[config.mk]
export PLATFORM = sky130hd
export DESIGN_NAME = zor_control
export DESIGN_NICKNAME = d
export VERILOG_FILES = /design/src/rtl/core/zor_pkg.sv /design/src/rtl/core/zor_control.sv
export SDC_FILE = /design/constraint.sdc
export NUM_CORES = 1
export LEC_CHECK = 0
export BUFFER_PORTS_ARGS = -buffer_cell sky130_fd_sc_hd__buf_2
export CORE_MARGIN = 2
export CORE_UTILIZATION = 30
export CTS_CLUSTER_SIZE = 40
export DETAILED_ROUTE_END_ITERATION = 8
export GPL_ROUTABILITY_DRIVEN = 0
export GPL_TIMING_DRIVEN = 0
export SETUP_SLACK_MARGIN = 0.4
export SKIP_CTS_REPAIR_TIMING = 1
export SYNTH_ARGS = -nofsm -noshare
export SYNTH_HDL_FRONTEND = slang
export SYNTH_SLANG_ARGS = --single-unit
[constraint.sdc]
create_clock -name i_clk -period 6.1 [get_ports i_clk]
set_clock_uncertainty 0.2 [all_clocks]
set_input_delay 1.22 -clock i_clk [delete_from_list [all_inputs] [get_ports i_clk]]
set_output_delay 1.22 -clock i_clk [all_outputs]
set_load 0.1 [all_outputs]
[src/rtl/core/zor_pkg.sv]
`timescale 1ns / 1ps
// ----------------------------------------------------------------------------
// zor_pkg
// Shared types, widths and command codes for the z-score outlier replacer.
// ----------------------------------------------------------------------------
package zor_pkg;

    localparam int DEPTH      = 1024;
    localparam int ADDR_W     = $clog2(DEPTH);
    localparam int CNT_W      = ADDR_W + 1;
    localparam int VALUE_BITS = 27;
    localparam int CHANNELS   = 5;
    localparam int CH_W       = 3;
    localparam int STORE_W    = CHANNELS * VALUE_BITS;
    localparam int SUM_W      = 37;
    localparam int SQ_W       = 64;
    localparam int NX_W       = CNT_W + VALUE_BITS;
    localparam int VAR_W      = 76;
    localparam int THR_W      = 12;
    localparam int T2_W       = 2 * THR_W;
    localparam int DIG_W      = 8;
    localparam int MB_W       = 40;
    localparam int MUL_STEPS  = MB_W / DIG_W;
    localparam int MA_W       = VAR_W + MB_W - DIG_W;
    localparam int PROD_W     = MA_W + DIG_W;
    localparam int LHS_SHIFT  = 16;
    localparam int DND_W      = SUM_W + 2;
    localparam int REM_W      = CNT_W + 1;
    localparam int DIV_STEPS  = DND_W;
    localparam int TOTAL_W    = 13;
    localparam int STEP_W     = 6;

    localparam logic [THR_W-1:0] THR_RESET = 12'd768;

    localparam logic CMD_LOAD = 1'b0;
    localparam logic CMD_READ = 1'b1;

    localparam logic [1:0] ST_OK     = 2'd0;
    localparam logic [1:0] ST_NO_SET = 2'd1;
    localparam logic [1:0] ST_TRUNC  = 2'd2;

    localparam int OP_W = 5;
    localparam logic [OP_W-1:0] OP_NONE      = 5'd0;
    localparam logic [OP_W-1:0] OP_LOAD      = 5'd1;
    localparam logic [OP_W-1:0] OP_SQ        = 5'd2;
    localparam logic [OP_W-1:0] OP_ACC       = 5'd3;
    localparam logic [OP_W-1:0] OP_MUL_NQ    = 5'd4;
    localparam logic [OP_W-1:0] OP_MUL_SS    = 5'd5;
    localparam logic [OP_W-1:0] OP_MUL_DD    = 5'd6;
    localparam logic [OP_W-1:0] OP_MUL_VT    = 5'd7;
    localparam logic [OP_W-1:0] OP_MUL_STEP  = 5'd8;
    localparam logic [OP_W-1:0] OP_VAR_SAVE1 = 5'd9;
    localparam logic [OP_W-1:0] OP_VAR_SAVE2 = 5'd10;
    localparam logic [OP_W-1:0] OP_DIV_START = 5'd11;
    localparam logic [OP_W-1:0] OP_DIV_STEP  = 5'd12;
    localparam logic [OP_W-1:0] OP_MEAN_SAVE = 5'd13;
    localparam logic [OP_W-1:0] OP_RD        = 5'd14;
    localparam logic [OP_W-1:0] OP_NX        = 5'd15;
    localparam logic [OP_W-1:0] OP_DIFF      = 5'd16;
    localparam logic [OP_W-1:0] OP_LHS_SAVE  = 5'd17;
    localparam logic [OP_W-1:0] OP_FLAG      = 5'd18;
    localparam logic [OP_W-1:0] OP_EMIT      = 5'd19;
    localparam logic [OP_W-1:0] OP_NOSET     = 5'd20;

    typedef struct packed {
        logic                  command;
        logic [VALUE_BITS-1:0] open_in;
        logic [VALUE_BITS-1:0] high_in;
        logic [VALUE_BITS-1:0] low_in;
        logic [VALUE_BITS-1:0] close_in;
        logic [VALUE_BITS-1:0] volume_in;
        logic                  last_in;
    } t_in_item;

    typedef struct packed {
        logic [VALUE_BITS-1:0] open_out;
        logic [VALUE_BITS-1:0] high_out;
        logic [VALUE_BITS-1:0] low_out;
        logic [VALUE_BITS-1:0] close_out;
        logic [VALUE_BITS-1:0] volume_out;
        logic [CHANNELS-1:0]   outlier_mask;
        logic [TOTAL_W-1:0]    outlier_total;
        logic                  last_out;
        logic [1:0]            status;
    } t_out_item;

    typedef struct packed {
        logic [OP_W-1:0] op;
        logic [CH_W-1:0] chan;
    } t_dp_cmd;

    typedef struct packed {
        logic room;
        logic set_ready;
        logic out_full;
    } t_dp_status;

endpackage

[src/rtl/core/zor_control.sv]
`timescale 1ns / 1ps
// ----------------------------------------------------------------------------
// zor_control
// Sequencer: accepts items, walks the channels and steps the shared
// multiplier and divider of the datapath.
// ----------------------------------------------------------------------------
module zor_control (
    input  logic                  i_clk,
    input  logic                  i_rst_n,
    input  logic                  i_in_valid,
    output logic                  o_in_stall,
    input  logic                  i_command,
    input  logic                  i_last,
    input  zor_pkg::t_dp_status   i_status,
    output zor_pkg::t_dp_cmd      o_cmd
);
    import zor_pkg::*;

    localparam int S_W = 5;
    localparam logic [S_W-1:0] S_IDLE   = 5'd0;
    localparam logic [S_W-1:0] S_LSQ    = 5'd1;
    localparam logic [S_W-1:0] S_LACC   = 5'd2;
    localparam logic [S_W-1:0] S_NQ     = 5'd3;
    localparam logic [S_W-1:0] S_NQ_RUN = 5'd4;
    localparam logic [S_W-1:0] S_V1     = 5'd5;
    localparam logic [S_W-1:0] S_SS     = 5'd6;
    localparam logic [S_W-1:0] S_SS_RUN = 5'd7;
    localparam logic [S_W-1:0] S_V2     = 5'd8;
    localparam logic [S_W-1:0] S_DSTART = 5'd9;
    localparam logic [S_W-1:0] S_DRUN   = 5'd10;
    localparam logic [S_W-1:0] S_MEAN   = 5'd11;
    localparam logic [S_W-1:0] S_NX     = 5'd12;
    localparam logic [S_W-1:0] S_DIFF   = 5'd13;
    localparam logic [S_W-1:0] S_DD     = 5'd14;
    localparam logic [S_W-1:0] S_DD_RUN = 5'd15;
    localparam logic [S_W-1:0] S_LHS    = 5'd16;
    localparam logic [S_W-1:0] S_VT     = 5'd17;
    localparam logic [S_W-1:0] S_VT_RUN = 5'd18;
    localparam logic [S_W-1:0] S_FLAG   = 5'd19;
    localparam logic [S_W-1:0] S_EMIT   = 5'd20;

    localparam logic [CH_W-1:0]   LAST_CH  = CH_W'(CHANNELS - 1);
    localparam logic [STEP_W-1:0] MUL_LAST = STEP_W'(MUL_STEPS - 1);
    localparam logic [STEP_W-1:0] DIV_LAST = STEP_W'(DIV_STEPS - 1);

    logic [S_W-1:0]    r_state;
    logic [S_W-1:0]    n_state;
    logic [CH_W-1:0]   r_chan;
    logic [CH_W-1:0]   n_chan;
    logic [STEP_W-1:0] r_step;
    logic [STEP_W-1:0] n_step;
    logic              r_last;
    logic              n_last;
    logic [OP_W-1:0]   w_op;
    logic              w_accept;

    // a read waits while the previous result is still held
    assign o_in_stall = (r_state != S_IDLE) || ((i_command == CMD_READ) && i_status.out_full);
    assign w_accept   = i_in_valid && !o_in_stall;

    always_comb begin
        n_state = r_state;
        n_chan  = r_chan;
        n_step  = r_step;
        n_last  = r_last;
        w_op    = OP_NONE;
        unique case (r_state)
            S_IDLE: begin
                if (w_accept) begin
                    n_chan = '0;
                    if (i_command == CMD_LOAD) begin
                        w_op   = OP_LOAD;
                        n_last = i_last;
                        if (i_status.room) begin
                            n_state = S_LSQ;
                        end else if (i_last) begin
                            n_state = S_NQ;
                        end
                    end else if (i_status.set_ready) begin
                        w_op    = OP_RD;
                        n_state = S_NX;
                    end else begin
                        w_op = OP_NOSET;
                    end
                end
            end
            S_LSQ: begin
                w_op    = OP_SQ;
                n_state = S_LACC;
            end
            S_LACC: begin
                w_op = OP_ACC;
                if (r_chan == LAST_CH) begin
                    n_chan  = '0;
                    n_state = r_last ? S_NQ : S_IDLE;
                end else begin
                    n_chan  = r_chan + CH_W'(1);
                    n_state = S_LSQ;
                end
            end
            S_NQ: begin
                w_op    = OP_MUL_NQ;
                n_step  = '0;
                n_state = S_NQ_RUN;
            end
            S_NQ_RUN: begin
                w_op = OP_MUL_STEP;
                if (r_step == MUL_LAST) begin
                    n_state = S_V1;
                end else begin
                    n_step = r_step + STEP_W'(1);
                end
            end
            S_V1: begin
                w_op    = OP_VAR_SAVE1;
                n_state = S_SS;
            end
            S_SS: begin
                w_op    = OP_MUL_SS;
                n_step  = '0;
                n_state = S_SS_RUN;
            end
            S_SS_RUN: begin
                w_op = OP_MUL_STEP;
                if (r_step == MUL_LAST) begin
                    n_state = S_V2;
                end else begin
                    n_step = r_step + STEP_W'(1);
                end
            end
            S_V2: begin
                w_op    = OP_VAR_SAVE2;
                n_state = S_DSTART;
            end
            S_DSTART: begin
                w_op    = OP_DIV_START;
                n_step  = '0;
                n_state = S_DRUN;
            end
            S_DRUN: begin
                w_op = OP_DIV_STEP;
                if (r_step == DIV_LAST) begin
                    n_state = S_MEAN;
                end else begin
                    n_step = r_step + STEP_W'(1);
                end
            end
            S_MEAN: begin
                w_op = OP_MEAN_SAVE;
                if (r_chan == LAST_CH) begin
                    n_chan  = '0;
                    n_state = S_IDLE;
                end else begin
                    n_chan  = r_chan + CH_W'(1);
                    n_state = S_NQ;
                end
            end
            S_NX: begin
                w_op    = OP_NX;
                n_state = S_DIFF;
            end
            S_DIFF: begin
                w_op    = OP_DIFF;
                n_state = S_DD;
            end
            S_DD: begin
                w_op    = OP_MUL_DD;
                n_step  = '0;
                n_state = S_DD_RUN;
            end
            S_DD_RUN: begin
                w_op = OP_MUL_STEP;
                if (r_step == MUL_LAST) begin
                    n_state = S_LHS;
                end else begin
                    n_step = r_step + STEP_W'(1);
                end
            end
            S_LHS: begin
                w_op    = OP_LHS_SAVE;
                n_state = S_VT;
            end
            S_VT: begin
                w_op    = OP_MUL_VT;
                n_step  = '0;
                n_state = S_VT_RUN;
            end
            S_VT_RUN: begin
                w_op = OP_MUL_STEP;
                if (r_step == MUL_LAST) begin
                    n_state = S_FLAG;
                end else begin
                    n_step = r_step + STEP_W'(1);
                end
            end
            S_FLAG: begin
                w_op = OP_FLAG;
                if (r_chan == LAST_CH) begin
                    n_chan  = '0;
                    n_state = S_EMIT;
                end else begin
                    n_chan  = r_chan + CH_W'(1);
                    n_state = S_NX;
                end
            end
            S_EMIT: begin
                w_op    = OP_EMIT;
                n_state = S_IDLE;
            end
            default: begin
                n_state = S_IDLE;
            end
        endcase
    end

    always_ff @(posedge i_clk) begin
        if (!i_rst_n) begin
            r_state <= S_IDLE;
            r_chan  <= '0;
            r_step  <= '0;
            r_last  <= 1'b0;
        end else begin
            r_state <= n_state;
            r_chan  <= n_chan;
            r_step  <= n_step;
            r_last  <= n_last;
        end
    end

    assign o_cmd.op   = w_op;
    assign o_cmd.chan = r_chan;

    a_emit_slot_free: assert property (@(posedge i_clk) disable iff (!i_rst_n)
        (r_state == S_EMIT) |-> !i_status.out_full)
        else $error("result issued over a waiting item");

    a_read_starts: assert property (@(posedge i_clk) disable iff (!i_rst_n)
        (w_accept && (i_command == CMD_READ) && i_status.set_ready) |=> (r_state == S_NX))
        else $error("read did not start channel sweep");

    a_flag_to_emit: assert property (@(posedge i_clk) disable iff (!i_rst_n)
        ((r_state == S_FLAG) && (r_chan == LAST_CH)) |=> (r_state == S_EMIT))
        else $error("last channel did not lead to emit");

endmodule

==> metrics.md <==
| Metric | Value |
|---|---|
| Total core area | `4720 um^2` |
| Nets | `233` |
| DRT Wirelength | `4.04 mm` |
| Ratio of cells with drive above 1 in the final layout | `0.142` |
| Die Ht | `74.0 um` |
| Area contributors post-synth | `dfxtp_1 (20%), nand2_1 (5.4%), o21ai_0 (4.8%)` |
| Status | `finished, final reports clean` |
| WP data arrival | `2630 ps` |
| Final Cycle Share | `0.663` |
| RSZ-0062 raised after global routing | `false` |
| Mapped cell area | `1470 um^2` |
| Area Growth Syn to Fin | `13.6%` |
| Routed len/inst | `14.1 um` |
| Number of global-route vias before repair | `1420` |
| Routed Antenna Nets | `0` |
| Global-route wire length before repair | `6.76 mm` |
| Fin. max-slew vios | `0` |
| YS warnings | `0` |
| LEAKAGE | `0.627 nW` |
| Post-DP HPWL | `3.01 mm` |
| Post-synthesis cell type count | `55` |
| Count of final setup violators | `0` |
| Main flop type after synthesis | `dfxtp_1` |
| Clock tree buffer depth | `2` |
| Final hold vios | `0` |
| Grt ovf | `0` |
| Pwr/cell area | `506 nW/um^2` |
| Synth top area share | `0.204` |
| # diodes | `0` |
| # IOs | `17` |
| Worst EP required | `4680 ps` |
| CTS H-Tree Depth | `1` |
| Die Wd | `74.0 um` |
| Largest area contributor in the netlist | `dfxtp_1` |
| Final worst slack | `2050 ps` |
| First drt pass iteration count | `5` |
| Post-synth EDFFs | `0` |
| Routed vias | `1607` |
| Startpoint class of the critical path | `input pin` |
| Port Buf Inserts | `14` |
| CTS clock-pin slew for the worst setup and hold paths | `60 ps` |
| First DRT Iteration DRCs | `166` |
| Syn_nets | `214` |
| Initial antenna violation count | `0` |
| Sequential share of the synthesized area | `0.204` |
| CP endpoint kind | `output port` |
| Row cnt | `25` |
| Mapped Cells | `201` |
| Root buffer selected by CTS | `clkbuf_8` |
| Ys async rst share | `0` |
| Pre-CTS setup slack | `2110 ps` |
| Yosys reg bits | `15` |
| DRC viols | `0` |
| Full die area | `5470 um^2` |
| Mapped Avg Cell Area | `7.31 um^2` |
| Most common cell in the synthesized netlist | `nand2_1` |
| Fin Setup TNS | `0 ps` |
| CTS Sinks | `15` |
| Worst vdd ir | `0.192 mV` |
| Slew HR | `0.503` |
| Vias per cell | `5.62` |
| Max-Cap Viols | `0` |
| Fmax | `0.247 GHz` |
| Clock latency on the worst-skew pair | `260 ps` |
| Commonest cells in the netlist | `nand2_1 (21), dfxtp_1 (15), o21ai_0 (14), inv_1 (12)` |
| Worst Path Max Fanout | `9` |
| Worst-Margin Slew | `741 ps` |
| Tot GR Track Use | `0.158` |
| Inserted Clock Buffers | `3` |
| Initial Util | `0.311` |
| Tightest Hold Check Type | `reg2reg` |
| Crit Path Class | `in2out` |
| Post-layout min period | `4050 ps` |
| Largest net degree at the start of global routing | `11` |
| CTS tree | `done` |
## layer usage
metal | track usage | up-vias | part of all wire
met3 | 0.0271 | 12 | 0.081
met2 | 0.249 | 71 | 0.43
li1 | - | 793 | -
met4 | 0.0586 | 0 | 0.024
met5 | 0 | - | 0
met1 | 0.216 | 731 | 0.46
## stage by stage
step | utilization | instance area [um^2] | instances | hold WS [ps] | total power [mW]
2_1_floorplan | - | 1470 | 201 | 270 | 0.646
3_3_place_gp | 0.344 | 1620 | 282 | 295 | 0.757
3_5_place_dp | 0.344 | 1620 | 282 | 301 | 0.756
4_1_cts | 0.353 | 1670 | 286 | 309 | 0.844
5_1_grt | 0.353 | 1670 | 286 | 356 | 0.905
6_report | 0.353 | 1670 | 286 | 305 | 0.845
## layout make-up
type / instances / area, um^2
plain buffers: 17 / 82.6
clock buffers: 3 / 41.3
inverters: 12 / 45.0
clock inverters: 1 / 5.00
well taps: 67 / 83.8
repair buffers: 14 / 70.1
flip-flops and latches: 15 / 300
multi-input cells: 157 / 1040
fillers: 502 / 3050
## flip-flops by register name (all words and copies together), names as in the netlist
| register | count |
|---|---|
| r_chan | 3 |
| r_last | 1 |
| r_state | 5 |
| r_step | 6 |
## power breakdown
| group | internal, mW | switching (mW) |
|---|---|---|
| sequential | 0.117 | 0.0156 |
| combinational | 0.176 | 0.453 |
| clock | 0.0454 | 0.0376 |
## cells by family (layout without fill, tap and decap cells)
| logic type | count (synthesis) | in the layout | share of synthesized area |
|---|---|---|---|
| fa+ha+maj | 5 | 5 | 0.0426 |
| buf+inv | 29 | 47 | 0.0869 |
| simple gates | 76 | 76 | 0.278 |
| xor+xnor | 2 | 2 | 0.0119 |
| mux | 3 | 3 | 0.0204 |
| compound gates | 71 | 71 | 0.356 |
| flops | 15 | 15 | 0.204 |
## cells in the final DEF, fill, tap and decap left out, types with 3 or more instances in the layout
cell,n
nor3b_1,4
a21o_1,3
nor2_1,9
clkbuf_1,5
nand4_1,4
o221ai_1,4
nand3_1,9
ha_1,5
a21oi_1,8
o21ai_0,14
nor2b_1,9
nand2b_1,7
o22ai_1,5
o211a_1,4
a21boi_0,3
a211oi_1,4
nand3b_1,3
mux2i_1,3
clkbuf_8,3
buf_2,20
nand2_1,21
inv_1,12
dfxtp_1,15
buf_1,4
## final timing paths
kind,cells after the start,startpoint,slack [ps],end
worst max-delay path,5,i_command,2050,o_cmd[4]
worst min-delay path,2,r_step[5]$_SDFFE_PN0P_,310,r_step[5]$_SDFFE_PN0P_
worst max register to register,6,r_state[4]$_SDFFE_PN0P_,3740,r_step[4]$_SDFFE_PN0P_
worst min register to register,2,r_step[5]$_SDFFE_PN0P_,310,r_step[5]$_SDFFE_PN0P_
## critical path, stage by stage
cell,delay (ps)
clkbuf_1,330
nand4b_1,290
o32a_1,250
o221ai_1,70
buf_2,460
(Power assumes the default switching activity.)
